==> config.mk <==
export PLATFORM = sky130hd
export DESIGN_NAME = voice_allocator_with_stealing_flat
export DESIGN_NICKNAME = d
export VERILOG_FILES = /design/src/rtl/vas_pkg.sv /design/src/rtl/vas_if.sv /design/src/rtl/voice_allocator_with_stealing.sv /design/src/rtl/vas_ram.sv /design/src/rtl/vas_ctrl.sv /design/src/rtl/vas_dpath.sv /design/src/flat_wrapper.sv
export SDC_FILE = /design/constraint.sdc
export NUM_CORES = 1
export LEC_CHECK = 0
export BUFFER_PORTS_ARGS = -buffer_cell sky130_fd_sc_hd__buf_2
export CAP_MARGIN = 10
export CORE_ASPECT_RATIO = 1.2
export CORE_MARGIN = 2
export CORE_UTILIZATION = 45
export DETAILED_ROUTE_END_ITERATION = 7
export SYNTH_ARGS = -nofsm -noshare
export SYNTH_HDL_FRONTEND = slang
export SYNTH_SLANG_ARGS = --single-unit
==> constraint.sdc <==
create_clock -name clk -period 4.8 [get_ports clk]
set_input_delay 0.24 -clock clk [delete_from_list [all_inputs] [get_ports clk]]
set_output_delay 0.24 -clock clk [all_outputs]
set_load 0.005 [all_outputs]
==> src/rtl/vas_pkg.sv <==
// Shared constants, opcodes and control types of the voice allocator.
package vas_pkg;

  // Default sizes handed to the top level
  localparam int NUM_CHANNELS_DEF  = 8;
  localparam int SOUND_ID_BITS_DEF = 8;

  // Fixed field widths
  localparam int OP_W     = 4;
  localparam int HANDLE_W = 32;
  localparam int CIDX_W   = 3;
  localparam int VS_W     = 2;

  // Request opcodes
  localparam logic [OP_W-1:0] OP_PLAY       = 4'd0;
  localparam logic [OP_W-1:0] OP_STOP       = 4'd1;
  localparam logic [OP_W-1:0] OP_PAUSE      = 4'd2;
  localparam logic [OP_W-1:0] OP_RESUME     = 4'd3;
  localparam logic [OP_W-1:0] OP_QUERY      = 4'd4;
  localparam logic [OP_W-1:0] OP_FINISH     = 4'd5;
  localparam logic [OP_W-1:0] OP_PAUSE_ALL  = 4'd6;
  localparam logic [OP_W-1:0] OP_RESUME_ALL = 4'd7;
  localparam logic [OP_W-1:0] OP_STOP_ALL   = 4'd8;

  // Voice state codes
  localparam logic [VS_W-1:0] VS_STOPPED = 2'd0;
  localparam logic [VS_W-1:0] VS_PLAYING = 2'd1;
  localparam logic [VS_W-1:0] VS_PAUSED  = 2'd2;

  // Commands from the controller to the datapath
  typedef struct packed {
    logic load;   // capture a request, clear the scan trackers
    logic rd_en;  // read the next channel entry
    logic apply;  // commit state changes and load the result register
  } cmd_t;

  // Status from the datapath to the controller
  typedef struct packed {
    logic scan_last;  // the read issued now is the last channel
    logic out_free;   // the result register can take a new result
  } stat_t;

  // One result item
  typedef struct packed {
    logic [HANDLE_W-1:0] new_handle;
    logic [CIDX_W-1:0]   chosen_channel;
    logic                was_stolen;
    logic [HANDLE_W-1:0] evicted_handle;
    logic [VS_W-1:0]     voice_state;
    logic                hit;
  } res_t;

endpackage

==> src/rtl/vas_if.sv <==
// Request and result channel interfaces of the voice allocator.
interface vas_req_if #(
  parameter int SND_W = vas_pkg::SOUND_ID_BITS_DEF
) ();
  logic                          valid;
  logic                          ready;
  logic [vas_pkg::OP_W-1:0]      opcode;
  logic [SND_W-1:0]              sound_id;
  logic                          loop_flag;
  logic [vas_pkg::HANDLE_W-1:0]  target_handle;
  logic [vas_pkg::CIDX_W-1:0]    channel_index;

  modport source (
    output valid, opcode, sound_id, loop_flag, target_handle, channel_index,
    input  ready
  );
  modport sink (
    input  valid, opcode, sound_id, loop_flag, target_handle, channel_index,
    output ready
  );
endinterface

interface vas_rsp_if ();
  logic                          valid;
  logic                          ready;
  logic [vas_pkg::HANDLE_W-1:0]  new_handle;
  logic [vas_pkg::CIDX_W-1:0]    chosen_channel;
  logic                          was_stolen;
  logic [vas_pkg::HANDLE_W-1:0]  evicted_handle;
  logic [vas_pkg::VS_W-1:0]      voice_state;
  logic                          hit;

  modport source (
    output valid, new_handle, chosen_channel, was_stolen, evicted_handle,
           voice_state, hit,
    input  ready
  );
  modport sink (
    input  valid, new_handle, chosen_channel, was_stolen, evicted_handle,
           voice_state, hit,
    output ready
  );
endinterface

==> src/rtl/voice_allocator_with_stealing.sv <==
// Each accepted request occupies the allocator until in_chan.ready rises again:
// the controller takes the transfer in IDLE, reads each channel entry in turn in
// SCAN through the table's single read port (handle, sound id, loop flag), waits
// for the last registered read in DRAIN, and in APPLY commits the state change and
// loads the result register. The commit waits only while an earlier result still
// sits unread in the result register; a result waiting there does not block
// acceptance of the next request.
// Play takes the lowest free channel; when all are busy it replaces the oldest voice
// (smallest handle) of the same sound, else the oldest non-looping voice, else the
// oldest voice. Handles count up from 1 and skip 0 on wrap. No clearing pass is
// needed after reset.
module voice_allocator_with_stealing #(
  parameter int NUM_CHANNELS  = vas_pkg::NUM_CHANNELS_DEF,
  parameter int SOUND_ID_BITS = vas_pkg::SOUND_ID_BITS_DEF
) (
  input logic       clk,
  input logic       rst_n,
  vas_req_if.sink   in_chan,
  vas_rsp_if.source out_chan
);
  import vas_pkg::*;

  cmd_t  cmd;
  stat_t stat;
  res_t  res;
  logic  out_valid;

  // Sequencing
  vas_ctrl u_ctrl (
    .clk      (clk),
    .rst_n    (rst_n),
    .in_valid (in_chan.valid),
    .in_ready (in_chan.ready),
    .stat     (stat),
    .cmd      (cmd)
  );

  // Channel table and result
  vas_dpath #(
    .NUM_CHANNELS  (NUM_CHANNELS),
    .SOUND_ID_BITS (SOUND_ID_BITS)
  ) u_dpath (
    .clk              (clk),
    .rst_n            (rst_n),
    .in_opcode        (in_chan.opcode),
    .in_sound_id      (in_chan.sound_id),
    .in_loop_flag     (in_chan.loop_flag),
    .in_target_handle (in_chan.target_handle),
    .in_channel_index (in_chan.channel_index),
    .cmd              (cmd),
    .stat             (stat),
    .out_valid        (out_valid),
    .out_ready        (out_chan.ready),
    .out_res          (res)
  );

  // Drive the result channel
  assign out_chan.valid          = out_valid;
  assign out_chan.new_handle     = res.new_handle;
  assign out_chan.chosen_channel = res.chosen_channel;
  assign out_chan.was_stolen     = res.was_stolen;
  assign out_chan.evicted_handle = res.evicted_handle;
  assign out_chan.voice_state    = res.voice_state;
  assign out_chan.hit            = res.hit;

endmodule

==> src/rtl/vas_ram.sv <==
// Generic single-write, single-read RAM with registered read data.
module vas_ram #(
  parameter int WIDTH = 8,
  parameter int DEPTH = 8
) (
  input  logic                                  clk,
  input  logic                                  we,
  input  logic [((DEPTH > 1) ? $clog2(DEPTH) : 1)-1:0] waddr,
  input  logic [WIDTH-1:0]                      wdata,
  input  logic                                  re,
  input  logic [((DEPTH > 1) ? $clog2(DEPTH) : 1)-1:0] raddr,
  output logic [WIDTH-1:0]                      rdata
);

  logic [WIDTH-1:0] mem [DEPTH];
  logic [WIDTH-1:0] rdata_r;

  // Write port
  always_ff @(posedge clk) begin
    if (we) begin
      mem[waddr] <= wdata;
    end
  end

  // Registered read port
  always_ff @(posedge clk) begin
    if (re) begin
      rdata_r <= mem[raddr];
    end
  end

  assign rdata = rdata_r;

endmodule

==> src/rtl/vas_ctrl.sv <==
// Controller state machine: accept, scan the channel table, drain, apply.
module vas_ctrl (
  input  logic           clk,
  input  logic           rst_n,
  input  logic           in_valid,
  output logic           in_ready,
  input  vas_pkg::stat_t stat,
  output vas_pkg::cmd_t  cmd
);
  import vas_pkg::*;

  localparam logic [1:0] ST_IDLE  = 2'd0;
  localparam logic [1:0] ST_SCAN  = 2'd1;
  localparam logic [1:0] ST_DRAIN = 2'd2;
  localparam logic [1:0] ST_APPLY = 2'd3;

  logic [1:0] state_r;
  logic [1:0] state_nxt;

  // Next state
  always_comb begin
    state_nxt = state_r;
    unique case (state_r)
      ST_IDLE: begin
        if (in_valid) state_nxt = ST_SCAN;
      end
      ST_SCAN: begin
        if (stat.scan_last) state_nxt = ST_DRAIN;
      end
      ST_DRAIN: begin
        state_nxt = ST_APPLY;
      end
      ST_APPLY: begin
        if (stat.out_free) state_nxt = ST_IDLE;
      end
    endcase
  end

  always_ff @(posedge clk) begin
    if (!rst_n) begin
      state_r <= ST_IDLE;
    end else begin
      state_r <= state_nxt;
    end
  end

  // Drive commands
  assign in_ready  = (state_r == ST_IDLE);
  assign cmd.load  = in_valid && (state_r == ST_IDLE);
  assign cmd.rd_en = (state_r == ST_SCAN);
  assign cmd.apply = (state_r == ST_APPLY) && stat.out_free;

  a_apply_needs_room: assert property (@(posedge clk) disable iff (!rst_n)
    cmd.apply |-> stat.out_free)
    else $error("result committed while the result register is full");

  a_load_starts_scan: assert property (@(posedge clk) disable iff (!rst_n)
    cmd.load |=> (state_r == ST_SCAN))
    else $error("accepted request did not start a scan");

  a_last_read_drains: assert property (@(posedge clk) disable iff (!rst_n)
    (cmd.rd_en && stat.scan_last) |=> (state_r == ST_DRAIN && !cmd.rd_en))
    else $error("scan did not stop after the last channel");

endmodule

==> src/rtl/vas_dpath.sv <==
// Datapath: channel table, scan trackers, request decode and result register.
module vas_dpath #(
  parameter int NUM_CHANNELS  = vas_pkg::NUM_CHANNELS_DEF,
  parameter int SOUND_ID_BITS = vas_pkg::SOUND_ID_BITS_DEF
) (
  input  logic                         clk,
  input  logic                         rst_n,
  input  logic [vas_pkg::OP_W-1:0]     in_opcode,
  input  logic [SOUND_ID_BITS-1:0]     in_sound_id,
  input  logic                         in_loop_flag,
  input  logic [vas_pkg::HANDLE_W-1:0] in_target_handle,
  input  logic [vas_pkg::CIDX_W-1:0]   in_channel_index,
  input  vas_pkg::cmd_t                cmd,
  output vas_pkg::stat_t               stat,
  output logic                         out_valid,
  input  logic                         out_ready,
  output vas_pkg::res_t                out_res
);
  import vas_pkg::*;

  localparam int CH_W  = (NUM_CHANNELS > 1) ? $clog2(NUM_CHANNELS) : 1;
  localparam int CX_W  = (CH_W > CIDX_W) ? CH_W : CIDX_W;
  localparam int RAM_W = HANDLE_W + SOUND_ID_BITS + 1;

  // Request registers
  logic [OP_W-1:0]          op_r;
  logic [SOUND_ID_BITS-1:0] snd_r;
  logic                     lp_r;
  logic [HANDLE_W-1:0]      tgt_r;
  logic [CIDX_W-1:0]        cidx_r;

  // Per-channel flags and handle counter
  logic [NUM_CHANNELS-1:0]  active_r, active_nxt;
  logic [NUM_CHANNELS-1:0]  paused_r, paused_nxt;
  logic [HANDLE_W-1:0]      last_r, last_nxt;

  // Scan pipeline
  logic [CH_W-1:0]          scan_idx_r;
  logic                     chk_vld_r;
  logic [CH_W-1:0]          chk_idx_r;
  logic [NUM_CHANNELS-1:0]  match_r;

  // Scan trackers
  logic                     free_f_r, hit_f_r, any_f_r, ss_f_r, nl_f_r;
  logic [CH_W-1:0]          free_idx_r, hit_idx_r, any_idx_r, ss_idx_r, nl_idx_r;
  logic [HANDLE_W-1:0]      any_h_r, ss_h_r, nl_h_r;

  // Result register
  logic                     out_valid_r;
  res_t                     res_r, res_nxt;

  // Channel table port signals
  logic                     ram_we;
  logic [RAM_W-1:0]         ram_wdata;
  logic [RAM_W-1:0]         ram_rdata;
  logic [HANDLE_W-1:0]      rd_handle;
  logic [SOUND_ID_BITS-1:0] rd_sound;
  logic                     rd_loop;

  // Scan compare results
  logic                     chk_act, chk_match, any_upd, ss_upd, nl_upd;

  // Apply helpers
  logic [HANDLE_W-1:0]      inc_h, next_h, evict_h;
  logic [CH_W-1:0]          play_c, cidx_c;
  logic [CX_W-1:0]          cidx_x;
  logic                     cidx_ok, hit_paused;
  logic [NUM_CHANNELS-1:0]  others;

  // Map a channel number to the three-bit result field
  function automatic logic [CIDX_W-1:0] ch3(input logic [CH_W-1:0] c);
    logic [CX_W-1:0] x;
    x = CX_W'(c);
    return x[CIDX_W-1:0];
  endfunction

  // Handle, sound id and loop flag per channel
  vas_ram #(
    .WIDTH (RAM_W),
    .DEPTH (NUM_CHANNELS)
  ) u_chan_ram (
    .clk   (clk),
    .we    (ram_we),
    .waddr (play_c),
    .wdata (ram_wdata),
    .re    (cmd.rd_en),
    .raddr (scan_idx_r),
    .rdata (ram_rdata)
  );

  assign rd_handle = ram_rdata[RAM_W-1 -: HANDLE_W];
  assign rd_sound  = ram_rdata[1 +: SOUND_ID_BITS];
  assign rd_loop   = ram_rdata[0];

  // Compare the entry read back against the trackers
  assign chk_act   = active_r[chk_idx_r];
  assign chk_match = chk_act && (tgt_r != '0) && (rd_handle == tgt_r);
  assign any_upd   = chk_act && (!any_f_r || (rd_handle < any_h_r));
  assign ss_upd    = chk_act && (rd_sound == snd_r) && (!ss_f_r || (rd_handle < ss_h_r));
  assign nl_upd    = chk_act && !rd_loop && (!nl_f_r || (rd_handle < nl_h_r));

  // Pick the play channel: free first, then same sound, non-looping, any
  always_comb begin
    priority if (free_f_r) begin
      play_c  = free_idx_r;
      evict_h = '0;
    end else if (ss_f_r) begin
      play_c  = ss_idx_r;
      evict_h = ss_h_r;
    end else if (nl_f_r) begin
      play_c  = nl_idx_r;
      evict_h = nl_h_r;
    end else begin
      play_c  = any_idx_r;
      evict_h = any_h_r;
    end
  end

  assign inc_h      = last_r + HANDLE_W'(1);
  assign next_h     = (inc_h == '0) ? HANDLE_W'(1) : inc_h;
  assign ram_wdata  = {next_h, snd_r, lp_r};
  assign cidx_x     = CX_W'(cidx_r);
  assign cidx_c     = cidx_x[CH_W-1:0];
  assign cidx_ok    = 32'(cidx_r) < 32'(NUM_CHANNELS);
  assign hit_paused = paused_r[hit_idx_r];
  assign others     = active_r & ~match_r;

  // Decode the request into state changes and a result
  always_comb begin
    active_nxt = active_r;
    paused_nxt = paused_r;
    last_nxt   = last_r;
    ram_we     = 1'b0;
    res_nxt    = '0;
    unique case (op_r)
      OP_PLAY: begin
        active_nxt[play_c]     = 1'b1;
        paused_nxt[play_c]     = 1'b0;
        last_nxt               = next_h;
        ram_we                 = cmd.apply;
        res_nxt.new_handle     = next_h;
        res_nxt.chosen_channel = ch3(play_c);
        res_nxt.was_stolen     = !free_f_r;
        res_nxt.evicted_handle = evict_h;
        res_nxt.voice_state    = VS_PLAYING;
      end
      OP_STOP, OP_PAUSE, OP_RESUME, OP_QUERY: begin
        if (hit_f_r) begin
          res_nxt.hit            = 1'b1;
          res_nxt.chosen_channel = ch3(hit_idx_r);
          priority if (op_r == OP_STOP) begin
            active_nxt[hit_idx_r] = 1'b0;
            paused_nxt[hit_idx_r] = 1'b0;
            res_nxt.voice_state   = VS_STOPPED;
          end else if (op_r == OP_PAUSE) begin
            paused_nxt[hit_idx_r] = 1'b1;
            res_nxt.voice_state   = VS_PAUSED;
          end else if (op_r == OP_RESUME) begin
            paused_nxt[hit_idx_r] = 1'b0;
            res_nxt.voice_state   = VS_PLAYING;
          end else begin
            res_nxt.voice_state   = hit_paused ? VS_PAUSED : VS_PLAYING;
          end
        end
      end
      OP_FINISH: begin
        res_nxt.chosen_channel = cidx_r;
        if (cidx_ok) begin
          res_nxt.hit        = active_r[cidx_c];
          active_nxt[cidx_c] = 1'b0;
          paused_nxt[cidx_c] = 1'b0;
        end
      end
      OP_PAUSE_ALL, OP_RESUME_ALL, OP_STOP_ALL: begin
        priority if (op_r == OP_PAUSE_ALL) begin
          paused_nxt = paused_r | others;
        end else if (op_r == OP_RESUME_ALL) begin
          paused_nxt = paused_r & ~others;
        end else begin
          active_nxt = active_r & match_r;
          paused_nxt = paused_r & match_r;
        end
        // The excepted voice is untouched, so its flags hold
        if (hit_f_r) begin
          res_nxt.hit            = 1'b1;
          res_nxt.chosen_channel = ch3(hit_idx_r);
          res_nxt.voice_state    = hit_paused ? VS_PAUSED : VS_PLAYING;
        end
      end
      default: begin
        res_nxt = '0;
      end
    endcase
  end

  // Control and flag registers
  always_ff @(posedge clk) begin
    if (!rst_n) begin
      active_r    <= '0;
      paused_r    <= '0;
      last_r      <= '0;
      scan_idx_r  <= '0;
      chk_vld_r   <= 1'b0;
      free_f_r    <= 1'b0;
      hit_f_r     <= 1'b0;
      any_f_r     <= 1'b0;
      ss_f_r      <= 1'b0;
      nl_f_r      <= 1'b0;
      out_valid_r <= 1'b0;
    end else begin
      chk_vld_r <= cmd.rd_en;
      // Restart the scan on a new request, else advance it
      if (cmd.load) begin
        scan_idx_r <= '0;
        free_f_r   <= 1'b0;
        hit_f_r    <= 1'b0;
        any_f_r    <= 1'b0;
        ss_f_r     <= 1'b0;
        nl_f_r     <= 1'b0;
      end else begin
        if (cmd.rd_en) scan_idx_r <= scan_idx_r + CH_W'(1);
        if (chk_vld_r) begin
          if (!chk_act) free_f_r <= 1'b1;
          if (chk_match) hit_f_r <= 1'b1;
          if (any_upd) any_f_r <= 1'b1;
          if (ss_upd) ss_f_r <= 1'b1;
          if (nl_upd) nl_f_r <= 1'b1;
        end
      end
      // Commit the request
      if (cmd.apply) begin
        active_r <= active_nxt;
        paused_r <= paused_nxt;
        last_r   <= last_nxt;
      end
      // Result handshake
      if (cmd.apply) begin
        out_valid_r <= 1'b1;
      end else if (out_ready) begin
        out_valid_r <= 1'b0;
      end
    end
  end

  // Payload registers
  always_ff @(posedge clk) begin
    if (cmd.load) begin
      op_r   <= in_opcode;
      snd_r  <= in_sound_id;
      lp_r   <= in_loop_flag;
      tgt_r  <= in_target_handle;
      cidx_r <= in_channel_index;
    end
    chk_idx_r <= scan_idx_r;
    if (cmd.load) begin
      match_r <= '0;
    end else if (chk_vld_r) begin
      match_r[chk_idx_r] <= chk_match;
    end
    // Record first free, first match and oldest candidates
    if (chk_vld_r && !cmd.load) begin
      if (!chk_act && !free_f_r) free_idx_r <= chk_idx_r;
      if (chk_match && !hit_f_r) hit_idx_r <= chk_idx_r;
      if (any_upd) begin
        any_idx_r <= chk_idx_r;
        any_h_r   <= rd_handle;
      end
      if (ss_upd) begin
        ss_idx_r <= chk_idx_r;
        ss_h_r   <= rd_handle;
      end
      if (nl_upd) begin
        nl_idx_r <= chk_idx_r;
        nl_h_r   <= rd_handle;
      end
    end
    if (cmd.apply) res_r <= res_nxt;
  end

  assign stat.scan_last = (scan_idx_r == CH_W'(NUM_CHANNELS - 1));
  assign stat.out_free  = !out_valid_r || out_ready;
  assign out_valid      = out_valid_r;
  assign out_res        = res_r;

endmodule
==> src/flat_wrapper.sv <==
// flat-port wrapper written by rule: the top's interface ports become plain ports
module voice_allocator_with_stealing_flat import vas_pkg::*;
#(
  parameter int NUM_CHANNELS  = vas_pkg::NUM_CHANNELS_DEF,
  parameter int SOUND_ID_BITS = vas_pkg::SOUND_ID_BITS_DEF
)
  (clk, rst_n, in_chan_valid, in_chan_opcode, in_chan_sound_id, in_chan_loop_flag, in_chan_target_handle, in_chan_channel_index, in_chan_ready, out_chan_valid, out_chan_new_handle, out_chan_chosen_channel, out_chan_was_stolen, out_chan_evicted_handle, out_chan_voice_state, out_chan_hit, out_chan_ready);
  vas_req_if in_chan_i ();
  vas_rsp_if out_chan_i ();
  input logic clk;
  input logic rst_n;
  input wire logic [$bits(in_chan_i.valid)-1:0] in_chan_valid;
  input wire logic [$bits(in_chan_i.opcode)-1:0] in_chan_opcode;
  input wire logic [$bits(in_chan_i.sound_id)-1:0] in_chan_sound_id;
  input wire logic [$bits(in_chan_i.loop_flag)-1:0] in_chan_loop_flag;
  input wire logic [$bits(in_chan_i.target_handle)-1:0] in_chan_target_handle;
  input wire logic [$bits(in_chan_i.channel_index)-1:0] in_chan_channel_index;
  output wire logic [$bits(in_chan_i.ready)-1:0] in_chan_ready;
  output wire logic [$bits(out_chan_i.valid)-1:0] out_chan_valid;
  output wire logic [$bits(out_chan_i.new_handle)-1:0] out_chan_new_handle;
  output wire logic [$bits(out_chan_i.chosen_channel)-1:0] out_chan_chosen_channel;
  output wire logic [$bits(out_chan_i.was_stolen)-1:0] out_chan_was_stolen;
  output wire logic [$bits(out_chan_i.evicted_handle)-1:0] out_chan_evicted_handle;
  output wire logic [$bits(out_chan_i.voice_state)-1:0] out_chan_voice_state;
  output wire logic [$bits(out_chan_i.hit)-1:0] out_chan_hit;
  input wire logic [$bits(out_chan_i.ready)-1:0] out_chan_ready;
  assign in_chan_i.valid = in_chan_valid;
  assign in_chan_i.opcode = in_chan_opcode;
  assign in_chan_i.sound_id = in_chan_sound_id;
  assign in_chan_i.loop_flag = in_chan_loop_flag;
  assign in_chan_i.target_handle = in_chan_target_handle;
  assign in_chan_i.channel_index = in_chan_channel_index;
  assign in_chan_ready = in_chan_i.ready;
  assign out_chan_valid = out_chan_i.valid;
  assign out_chan_new_handle = out_chan_i.new_handle;
  assign out_chan_chosen_channel = out_chan_i.chosen_channel;
  assign out_chan_was_stolen = out_chan_i.was_stolen;
  assign out_chan_evicted_handle = out_chan_i.evicted_handle;
  assign out_chan_voice_state = out_chan_i.voice_state;
  assign out_chan_hit = out_chan_i.hit;
  assign out_chan_i.ready = out_chan_ready;
  voice_allocator_with_stealing #(.NUM_CHANNELS(NUM_CHANNELS), .SOUND_ID_BITS(SOUND_ID_BITS)) u_core (.clk(clk), .rst_n(rst_n), .in_chan(in_chan_i), .out_chan(out_chan_i));
endmodule
==> results of run 1 <==
## report_power, final
group | internal [mW] | total [mW] | switching [mW]
registers | 6.75 | 7.14 | 0.396
clock network | 3.16 | 5.43 | 2.27
logic | 0.590 | 1.49 | 0.898
total | 10.5 | 14.1 | 3.56
## metrics by stage
step	hold WS [ns]	setup slack (ns)
4_1_cts	0.196	1.40
3_5_place_dp	0.418	1.44
5_1_grt	0.264	1.18
3_3_place_gp	0.418	1.07
2_1_floorplan	0.339	0.888
6_report	0.224	1.39
## path summary, 6_finish.rpt
kind / start / to / slack, ns / cells past startpoint
setup / recovery: u_core.u_dpath.u_chan_ram.rdata[18] / u_core.u_dpath.any_h_r[25] / 1.39 / 9
hold / removal: in_chan_valid / u_core.u_ctrl.state_r[0] / 0.22 / 3
setup reg to reg: u_core.u_dpath.u_chan_ram.rdata[18] / u_core.u_dpath.any_h_r[25] / 1.39 / 9
hold reg to reg: u_core.u_dpath.match_r[3] / u_core.u_dpath.match_r[3] / 0.48 / 2
## area by class of cell
type                       instances  area [µm²]
clock buffer                      99        1960
clock inverter                    33         352
fill                            5315       30800
inverter                         130         489
multi-input combinational       1096        9320
sequential                       670       19400
tap                              832        1040
timing repair buffer             206        1360
## cells in the mapped netlist, types with 10 or more instances
cell type	number	area (µm²)
dfxtp_1	71	1420
mux2i_1	25	250
nand4_1	34	213
nor3_1	24	120
a211oi_1	37	278
and2_1	39	244
nor2_1	91	342
o21a_1	14	105
mux2_2	43	484
buf_1	11	41.3
xnor2_1	47	412
or3_1	22	138
nand2b_1	16	100
a21o_1	26	195
a21boi_0	14	105
nor4_1	19	119
a21oi_1	48	240
o21ai_0	67	335
nand2_1	114	428
o211a_1	35	350
inv_1	128	480
clkbuf_1	71	267
and3_1	10	62.6
nor2b_1	16	100
nand3_1	26	130
edfxtp_1	599	18000
ha_1	100	1250
buf_2	15	75.1
mux4_2	86	1940
xor2_1	35	307
## logic make-up (layout without fill, tap and decap cells)
family | count (synthesis) | count (layout) | synth area share
multiplexers | 154 | 154 | 0.0906
buffers and inverters | 227 | 468 | 0.0295
XOR/XNOR | 82 | 82 | 0.0244
flip-flops | 670 | 670 | 0.658
AND/OR/NAND/NOR | 448 | 448 | 0.0798
AO/OA/AOI/OAI | 312 | 312 | 0.0752
adder cells (fa/ha/maj) | 100 | 100 | 0.0424
## critical path, delay by kind of cell, from the launching register on
kind / cells / cell delay (ns)
simple gates: 2 / 0.29
fa+ha+maj: 1 / 0.34
compound gates: 5 / 1.49
buf+inv: 1 / 0.43
flops: 1 / 0.50
## metal layers
| metal | vias up | GRT usage | share of wire |
|---|---|---|---|
| met5 | - | 0 | 0 |
| met4 | 0 | 0.0797 | 0.032 |
| met3 | 116 | 0.0379 | 0.051 |
| met2 | 465 | 0.359 | 0.48 |
| met1 | 8718 | 0.289 | 0.44 |
| li1 | 7981 | - | - |
## what timing repair did
item | 4_1_cts | 5_1_grt
hold buffers | 49 | 0
endpoints found under the hold margin | 49 | 0
endpoints found under the setup margin | 0 | 0
## registers in the layout, summed over array words and instances, names as in the netlist, 4 cells and up
name                             cells
u_core.u_dpath.match_r               8
u_core.u_dpath.any_h_r              32
u_core.u_dpath.u_chan_ram.rdata     41
u_core.u_dpath.ss_h_r               32
u_core.u_dpath.op_r                  4
u_core.u_dpath.paused_r              8
u_core.u_dpath.snd_r                 8
u_core.u_dpath.active_r              8
u_core.u_dpath.tgt_r                32
u_core.u_dpath.u_chan_ram.mem      328
u_core.u_dpath.nl_h_r               32
u_core.u_dpath.last_r               32
u_core.u_dpath.out_res              71
==> results.md, run 1 <==
* Hold WC Path Type: primary input to flip-flop
* Worst slew pin tran at 1.26 ns
* RD Place Congestion at 0.892
* Mean Syn Cell Area at 14.8 µm²
* Crit-path slowest cell: a2111oi_0
* Most frequent cells in the layout: edfxtp_1, inv_1, buf_2
* Critical path class: flip-flop to flip-flop
* WP data arrival at 3.68 ns
* Worst-Skew Late Latency at 0.62 ns
* CTS sink count at 670
* Deepest clock path buffer count at 3
* Global Route Usage Sum at 0.218
* IO Pins at 125
* Post-Route Utilization at 0.525
* Final setup fails at 0
* Antenna violations before repair at 2
* Via Count at 17300
* Wirelength, routed at 73.2 mm
* Core Footprint at 0.0647 mm²
* Total negative slack at 0 ns
* Crit path cell chain: ha_1 > a21o_1 > a21o_1 > a21oi_1 > nor3_1 > a2111oi_0 > nand3_1 > a21oi_4 > buf_4
* Final Max Slew Viols at 0
* Synth cell types at 71
* Pre-Repair DR Iteration Count at 6
* Starting Density at 0.456
* Post-cts sizing count at 0
* TritonCTS clock tree: built
* Nets at 2327
* Register area share after synthesis at 0.658
* Min Tclk post-route at 3.41 ns
* Lkg Pwr at 11.0 nW
* Placed cells at 2884
* Die extent in x at 238 µm
* Reg clk slew, reported paths at 0.06 ns
* Vias per inst at 5.64
* Crit start category: flip-flop
* Std-Cell Rows at 102
* Worst path most repeated cell: a21o_1
* WP data required at 5.07 ns
* First-pass GRT wire length at 109 mm
* Final routed DRC violation total at 0
* CP endpoint kind: flip-flop
* Post-synth EDFFs at 599
* RSZ-0062 raised after global routing: no
* H-Tree Depth at 3
* GRT overflow at 0
* Largest net degree at the start of global routing at 67
* CTS Buf Count at 71
* Synth async-reset ratio at 0
* Synth-to-layout area growth at 15.1%
* Commonest non-fill, non-tap cell in the layout: edfxtp_1
* VDD IR max at 0.243 mV
* # port buffers at 124
* CTS Root Buffer Type: clkbuf_16
* DP Area at 0.0311 mm²
* Critical Path Fanout Max at 22
* 1st-iter DRT viols at 1195
* ANT nets after route at 0
* Cell area after synthesis at 0.0295 mm²
* Layout cells sized above 1 at 0.192
* Routed WL per cell at 23.9 µm
* Synthesized Nets at 2145
* N_diodes at 0
* Post-synthesis register bit count at 670
* Setup bufs post-CTS at 0
* Tcrit/Tclk final at 0.709
* Run status: finished, final reports clean
* Final instance area at 0.0339 mm²
* Hold Fails Final Rpt at 0
* Layout Cells excl Fill at 3066
* Max-capacitance violation count at 0
* Final Total Pwr at 14.1 mW
* PwrDens at 414 mW/mm²
* Chip height at 284 µm
* FMAX at 294 MHz
* DP Wirelength at 47.7 mm
* Max_slew headroom at 0.158
* Vias in the first global route at 17500
* Yosys warning count at 0
* Main flop type after synthesis: edfxtp_1
* Worst path max stage delay at 0.55 ns
* Final Skew at 0.0205 ns
* Synthesized instance count at 1993
* Die area at 0.0676 mm²
Note: power is estimated with default switching activity, not from simulation.
==> run 2, diff against run 1 <==
==> constraint.sdc (replaced) <==
create_clock -name clk -period 3.3 [get_ports clk]
set_input_delay 0.165 -clock clk [delete_from_list [all_inputs] [get_ports clk]]
set_output_delay 0.165 -clock clk [all_outputs]
set_load 0.005 [all_outputs]
==> results.md, run 2 (same netlist as run 1, synthesis figures left out) <==
* Die extent in x at 238 µm (unchanged)
* Max reg flops at 328 (unchanged)
* Std-Cell Rows at 102 (unchanged)
* Worst-Skew Late Latency at 0.62 ns (about the same)
* Max_slew headroom at 0.341 (was 0.158)
* DP Wirelength at 49.1 mm (was 47.7 mm)
* Place WS at 0.337 ns (was 1.44 ns)
* TritonCTS clock tree: built (unchanged)
* Final instance area at 0.0345 mm² (was 0.0339 mm²)
* Global Route Usage Sum at 0.219 (was 0.218)
* Hold WC Path Type: primary input to flip-flop (unchanged)
* PwrDens at 607 mW/mm² (was 414 mW/mm²)
* Worst hold stages at 2 (was 3)
* Layout cells sized above 1 at 0.208 (was 0.192)
* Max-capacitance violation count at 0 (unchanged)
* Synth-to-layout area growth at 17.1% (was 15.1%)
* Lkg Pwr at 11.3 nW (was 11.0 nW)
* IO Pins at 125 (unchanged)
* Fillers at 5236 (was 5315)
* Most Used Layer, Global Route: met2 (unchanged)
* CTS sink count at 670 (unchanged)
* Min-Delay Startpoint: rst_n (was in_chan_valid)
* Critical path class: flip-flop to flip-flop (unchanged)
* Post-Route Utilization at 0.534 (was 0.525)
* Starting Density at 0.456 (unchanged)
* Final Skew at 0.0218 ns (was 0.0205 ns)
* Critical Path Fanout Max at 9 (was 22)
* Placed cells at 2921 (was 2884)
* Commonest non-fill, non-tap cell in the layout: edfxtp_1 (unchanged)
* Reg with most FFs: u_core.u_dpath.u_chan_ram.mem (unchanged)
* VDD IR max at 0.346 mV (was 0.243 mV)
* Run status: finished, final reports clean (unchanged)
* Reg clk slew, reported paths at 0.06 ns (about the same)
* Vias per inst at 5.67 (was 5.64)
* CTS Root Buffer Type: clkbuf_16 (unchanged)
* Met2 Use GR at 0.373 (was 0.359)
* Via Count at 17600 (was 17300)
* Core Footprint at 0.0647 mm² (unchanged)
* Final Worst Setup Slack at 0.315 ns (was 1.39 ns)
* GR Util met1 at 0.295 (was 0.289)
* Reg area at 0.0194 mm² (unchanged)
* Critical Path Source: u_core.u_dpath.last_r[1] (was u_core.u_dpath.u_chan_ram.rdata[18])
* Worst slew pin tran at 0.988 ns (was 1.26 ns)
* Reg2reg start: u_core.u_dpath.last_r[1] (was u_core.u_dpath.u_chan_ram.rdata[18])
* CTS Buf Count at 70 (was 71)
* Setup bufs post-CTS at 0 (unchanged)
* Worst r2r path cells at 9 (unchanged)
* Routed WL per cell at 23.7 µm (was 23.9 µm)
* Antenna violations before repair at 0 (was 2)
* RD Place Congestion at 0.943 (was 0.892)
* Vias in the first global route at 18000 (was 17500)
* ANT nets after route at 0 (unchanged)
* DP Area at 0.0316 mm² (was 0.0311 mm²)
* First-pass GRT wire length at 112 mm (was 109 mm)
* Nets at 2362 (was 2327)
* Final Max Slew Viols at 0 (unchanged)
* H-Tree Depth at 3 (unchanged)
* Largest net degree at the start of global routing at 67 (unchanged)
* Final routed DRC violation total at 0 (unchanged)
* # port buffers at 124 (unchanged)
* Deepest clock path buffer count at 3 (unchanged)
* Most frequent cells in the layout: edfxtp_1, inv_1, buf_2 (unchanged)
* WP data arrival at 3.33 ns (was 3.68 ns)
* Routing usage on met3 at 0.0275 (was 0.0379)
* Chip height at 284 µm (unchanged)
* Final Total Pwr at 21.0 mW (was 14.1 mW)
* Layout Cells excl Fill at 3096 (was 3066)
* Tcrit/Tclk final at 0.905 (was 0.709)
* Pre-Repair DR Iteration Count at 5 (was 6)
* 1st-iter DRT viols at 1333 (was 1195)
* Worst hold slack at 0.149 ns (was 0.224 ns)
* WP data required at 3.64 ns (was 5.07 ns)
* CP endpoint kind: flip-flop (unchanged)
* FMAX at 335 MHz (was 294 MHz)
* Min Tclk post-route at 2.99 ns (was 3.41 ns)
* Die area at 0.0676 mm² (unchanged)
* RSZ-0062 raised after global routing: no (unchanged)
* Hold Fails Final Rpt at 0 (unchanged)
* Wirelength, routed at 73.3 mm (was 73.2 mm)
* Total negative slack at 0 ns (unchanged)
* Crit start category: flip-flop (unchanged)
* GRT overflow at 0 (unchanged)
* Final setup fails at 0 (unchanged)
* Multi-input gate area at 0.00931 mm² (was 0.00932 mm²)
==> run 2: cell types whose count changed in the layout (fill, tap and decap cells not counted), sizes merged <==
cell / before / now
clkinv: 23 / 26
buf: 156 / 193
inv: 131 / 132
clkbuf: 100 / 80
bufinv: 5 / 13
diode: 0 / 1
==> run 2: worst max-delay path, stage by stage (launching register included) <==
cell	delay, ns
dfxtp_1	0.47
ha_1	0.31
nand3_1	0.16
buf_4	0.22
nor3_1	0.23
xnor2_1	0.30
nand3_1	0.22
a2111oi_4	0.32
nand4_4	0.21
and2_1	0.28
==> run 2: final cells by class <==
class                           instances  area share
Sequential cell                       670       0.562
Multi-Input combinational cell       1096       0.270
Timing Repair Buffer                  242      0.0533
Clock buffer                           80      0.0527
Tap cell                              832      0.0301
Clock inverter                         45      0.0179
Inverter                              130      0.0142
Antenna cell                            1   0.0000724
==> run 2: final timing paths <==
check	end	slack, ns
min	u_core.u_dpath.last_r[0]	0.15
min reg2reg	u_core.u_dpath.match_r[2]	0.48
max	u_core.u_dpath.u_chan_ram.mem[0][10]	0.31
max reg2reg	u_core.u_dpath.u_chan_ram.mem[0][10]	0.31
==> run 2: routing by layer <==
metal	share of wire	vias to the layer above
met2	0.50	482
met1	0.44	8922
met5	0	-
met3	0.043	91
met4	0.024	0
li1	-	8055
==> run 2: report_power, final <==
group          internal [mW]  switching, mW  total [mW]
sequential              9.81          0.534        10.3
clock                   5.02           3.35        8.37
combinational          0.926           1.32        2.24
total                   15.8           5.20        21.0
==> run 2: timing repair <==
| action | 4_1_cts | 5_1_grt |
|---|---|---|
| hold buffers | 49 | 0 |
| resized for setup | 0 | 0 |
| hold endpoints to repair | 49 | 0 |
==> run 3, diff against run 2 <==
--- a/config.mk
+++ b/config.mk
@@ -13,4 +13,5 @@
 export DETAILED_ROUTE_END_ITERATION = 7
 export SYNTH_ARGS = -nofsm -noshare
 export SYNTH_HDL_FRONTEND = slang
+export SYNTH_HIERARCHICAL = 1
 export SYNTH_SLANG_ARGS = --single-unit
==> constraint.sdc (replaced) <==
create_clock -name clk -period 2.54 [get_ports clk]
set_input_delay 0.127 -clock clk [delete_from_list [all_inputs] [get_ports clk]]
set_output_delay 0.127 -clock clk [all_outputs]
set_load 0.005 [all_outputs]
==> results.md, run 3 <==
* Run status: finished, violations left (was finished, final reports clean)
* Failing checks: negative setup slack
* RSZ-0062 raised after global routing: yes (was no)
* Pint at 20.1 mW (was 15.8 mW)
* Reg with most FFs: u_core/u_dpath/u_chan_ram/mem (was u_core.u_dpath.u_chan_ram.mem)
* Die area at 0.0681 mm² (was 0.0676 mm²)
* Synth cell types at 70 (was 71)
* GRT overflow at 0 (unchanged)
* Lkg Pwr at 14.6 nW (was 11.3 nW)
* Layout cells sized above 1 at 0.265 (was 0.208)
* Crit-path slowest cell: edfxtp_1 (was dfxtp_1)
* N_diodes at 0 (was 1)
* Vias in the first global route at 18900 (was 18000)
* Worst path most repeated cell: buf_4 (was nand3_1)
* DP Wirelength at 49.9 mm (was 49.1 mm)
* Synthesized Nets at 2131 (was 2145)
* Final Skew at 0.0242 ns (was 0.0218 ns)
* Vias per inst at 5.60 (was 5.67)
* Yosys warning count at 6 (was 0)
* Mean Syn Cell Area at 15.0 µm² (was 14.8 µm²)
* Routed wl met3 at 3.01 mm (was 3.16 mm)
* Logic pwr share at 0.136 (was 0.107)
* Met2 routed WL at 38.7 mm (was 36.5 mm)
* VDD IR max at 0.537 mV (was 0.346 mV)
* Nets at 2558 (was 2362)
* Clock share of power at 0.374 (was 0.400)
* Synth Area in Simple Gates at 0.0806 (was 0.0798)
* Crit start category: flip-flop (unchanged)
* Global Route Usage Sum at 0.222 (was 0.219)
* Final Worst Setup Slack at -0.383 ns (was 0.315 ns)
* Final routed DRC violation total at 0 (unchanged)
* Hold WC Path Type: primary input to flip-flop (unchanged)
* Deepest clock path buffer count at 3 (unchanged)
* Cell area after synthesis at 0.0297 mm² (was 0.0295 mm²)
* CTS Buf Count at 71 (was 70)
* First-pass GRT wire length at 114 mm (was 112 mm)
* CP top delay family: compound AO/OA/AOI/OAI gates (was simple AND/OR/NAND/NOR gates)
* Core Footprint at 0.0656 mm² (was 0.0647 mm²)
* Critical Path Fanout Max at 7 (was 9)
* Die extent in x at 239 µm (was 238 µm)
* Commonest cells post-synth: edfxtp_1, nor2_1, inv_1 (was edfxtp_1, inv_1, nand2_1)
* Leading area contributor after synthesis: edfxtp_1 (unchanged)
* Layout Cells excl Fill at 3300 (was 3096)
* WP data arrival at 3.24 ns (was 3.33 ns)
* Post-synthesis compound-gate area fraction at 0.0657 (was 0.0752)
* Worst-Skew Late Latency at 0.62 ns (about the same)
* Main flop type after synthesis: edfxtp_1 (unchanged)
* CTS Root Buffer Type: clkbuf_16 (unchanged)
* PwrDens at 729 mW/mm² (was 607 mW/mm²)
* Library cell with the highest instance count after synthesis: edfxtp_1 (unchanged)
* Final instance area at 0.0369 mm² (was 0.0345 mm²)
* FMAX at 342 MHz (was 335 MHz)
* Largest net degree at the start of global routing at 73 (was 67)
* ANT nets after route at 0 (unchanged)
* Reg area at 0.0194 mm² (about the same)
* Post-synth EDFFs at 599 (unchanged)
* Final Max Slew Viols at 0 (unchanged)
* H-Tree Depth at 3 (unchanged)
* Chip height at 285 µm (was 284 µm)
* Highest Signal Layer: met4 (unchanged)
* Total negative slack at -35.31 ns (was 0 ns)
* IO Pins at 125 (unchanged)
* # port buffers at 124 (unchanged)
* Routed WL per cell at 23.1 µm (was 23.7 µm)
* Final setup fails at 125 (was 0)
* Synthesized instance count at 1978 (was 1993)
* Min Tclk post-route at 2.92 ns (was 2.99 ns)
* 1st-iter DRT viols at 1250 (was 1333)
* Fillers at 5058 (was 5236)
* Most frequent cells in the layout: edfxtp_1, buf_4, buf_2 (was edfxtp_1, inv_1, buf_2)
* Placed cells at 3082 (was 2921)
* Synth top area share at 0.606 (was 0.610)
* Synth async-reset ratio at 0 (unchanged)
* CTS sink count at 670 (unchanged)
* Std-Cell Rows at 103 (was 102)
* Worst slew pin tran at 0.773 ns (was 0.988 ns)
* Buffers and inverters on the worst path at 4 (was 1)
* Hold Fails Final Rpt at 0 (unchanged)
* Worst path max stage delay at 0.39 ns (was 0.47 ns)
* Pre-Repair DR Iteration Count at 5 (unchanged)
* Commonest non-fill, non-tap cell in the layout: edfxtp_1 (unchanged)
* NetSw at 6.81 mW (was 5.20 mW)
* Max reg flops at 328 (unchanged)
* DP Area at 0.0332 mm² (was 0.0316 mm²)
* Crit path cell chain: buf_4 > ha_4 > a21o_1 > a21oi_1 > nor2b_1 > o21ai_1 > nand2b_1 > a221oi_2 > buf_4 > o21ai_4 > a221oi_4 > buf_6 > buf_12 (was ha_1 > nand3_1 > buf_4 > nor3_1 > xnor2_1 > nand3_1 > a2111oi_4 > nand4_4 > and2_1)
* Via Count at 18500 (was 17600)
* Main combinational cell family by area after synthesis: multiplexers (unchanged)
* Wirelength, routed at 76.4 mm (was 73.3 mm)
* Starting Density at 0.453 (was 0.456)
* Flop-to-flop setup slack at -0.38 ns (was 0.31 ns)
* Max-capacitance violation count at 0 (unchanged)
* Synth-to-layout area growth at 24.3% (was 17.1%)
* Max_slew headroom at 0.481 (was 0.341)
* Final Total Pwr at 26.9 mW (was 21.0 mW)
* Tcrit/Tclk final at 1.15 (was 0.905)
* WP data required at 2.85 ns (was 3.64 ns)
* CP endpoint kind: flip-flop (unchanged)
* TritonCTS clock tree: built (unchanged)
* Antenna violations before repair at 0 (unchanged)
* Place WS at -0.326 ns (was 0.337 ns)
* Multi-input gate area at 0.0100 mm² (was 0.00931 mm²)
* Critical path class: flip-flop to flip-flop (unchanged)
* Reg clk slew, reported paths at 0.06 ns (about the same)
* Xor/xnor share of the synthesized area at 0.0295 (was 0.0244)
* M1 WL at 32.4 mm (was 32.0 mm)
* Sequential group share of total power at 0.490 (was 0.493)
* Main area contributors after synthesis: edfxtp_1, mux4_1, dfxtp_1, ha_1, a211oi_1 (was edfxtp_1, mux4_2, dfxtp_1, ha_1, mux2_2)
* Post-synthesis mux area share at 0.0984 (was 0.0906)
* Sw frac at 0.253 (was 0.248)
* RD Place Congestion at 0.897 (was 0.943)
* Post-Synth Adder-Cell Area at 0.0425 (was 0.0424)
* Post-synthesis register bit count at 670 (unchanged)
* Register area share after synthesis at 0.653 (was 0.658)
==> run 3: cell types whose count changed after synthesis, sizes merged, moves of 13 or more <==
cell,delta
nand2,-34
o211a,-34
a211oi,+32
nor2,+27
and2,+21
clkbuf,-19
inv,-16
buf,+15
a21o,+14
o21a,-14
xor2,+13
==> run 3: worst paths after layout <==
check                                      start                    endpoint  cells after the start
max          u_core/u_dpath/u_chan_ram/rdata[18]   u_core/u_dpath/ss_h_r[13]                     13
max reg2reg  u_core/u_dpath/u_chan_ram/rdata[18]   u_core/u_dpath/ss_h_r[13]                     13
min                                        rst_n  u_core/u_dpath/active_r[0]                      3
min reg2reg             u_core/u_ctrl/state_r[0]    u_core/u_ctrl/state_r[0]                      2
==> run 3: metrics by stage <==
| step | utilization | hold WS [ns] |
|---|---|---|
| after detailed placement | 0.507 | 0.305 |
| after CTS | 0.559 | 0.0461 |
| final | 0.563 | 0.0607 |
| after floorplan | - | 0.226 |
| after global routing | 0.563 | 0.0706 |
| after global placement | 0.507 | 0.303 |
==> run 3: kinds of logic after synthesis <==
logic type                 Yosys count
DFF                                670
and+or+nand+nor                    460
AOI/OAI and AO/OA                  290
buffers and inverters              208
muxes                              149
adders and majority gates          101
xor gates and xnor gates           100
==> run 3: area by class of cell <==
class / count / share of cell area
inverters: 115 / 0.0120
clock buffers: 102 / 0.0548
multi-input cells: 1101 / 0.271
clock inverters: 26 / 0.00654
repair buffers: 446 / 0.101
flip-flops and latches: 670 / 0.526
well taps: 840 / 0.0285
==> run 3: layer usage <==
layer,GRT usage,vias up
li1,-,8517
met1,0.286,9326
met2,0.390,515
met3,0.0245,113
met4,0.0797,0
met5,0,-
==> run 3: worst min-delay path: stages <==
cell and delay (ns):
buf_2 0.14, buf_4 0.22, a21boi_0 0.14
==> run 3: power by group through the flow <==
stage	clock [mW]	sequential, mW	combinational [mW]
after floorplan	0	13.3	1.95
after global placement	0	13.4	3.33
after detailed placement	0	13.4	3.38
after CTS	10.3	13.2	3.59
after global routing	10.7	13.2	3.95
final	10.1	13.2	3.67
==> run 3: repair_timing <==
item,4_1_cts,5_1_grt
setup endpoints to repair,131,177
gates cloned,9,1
endpoints found under the hold margin,51,0
setup buffers,25,14
resized for setup,49,46
hold buffers,50,0
pin swaps,29,34
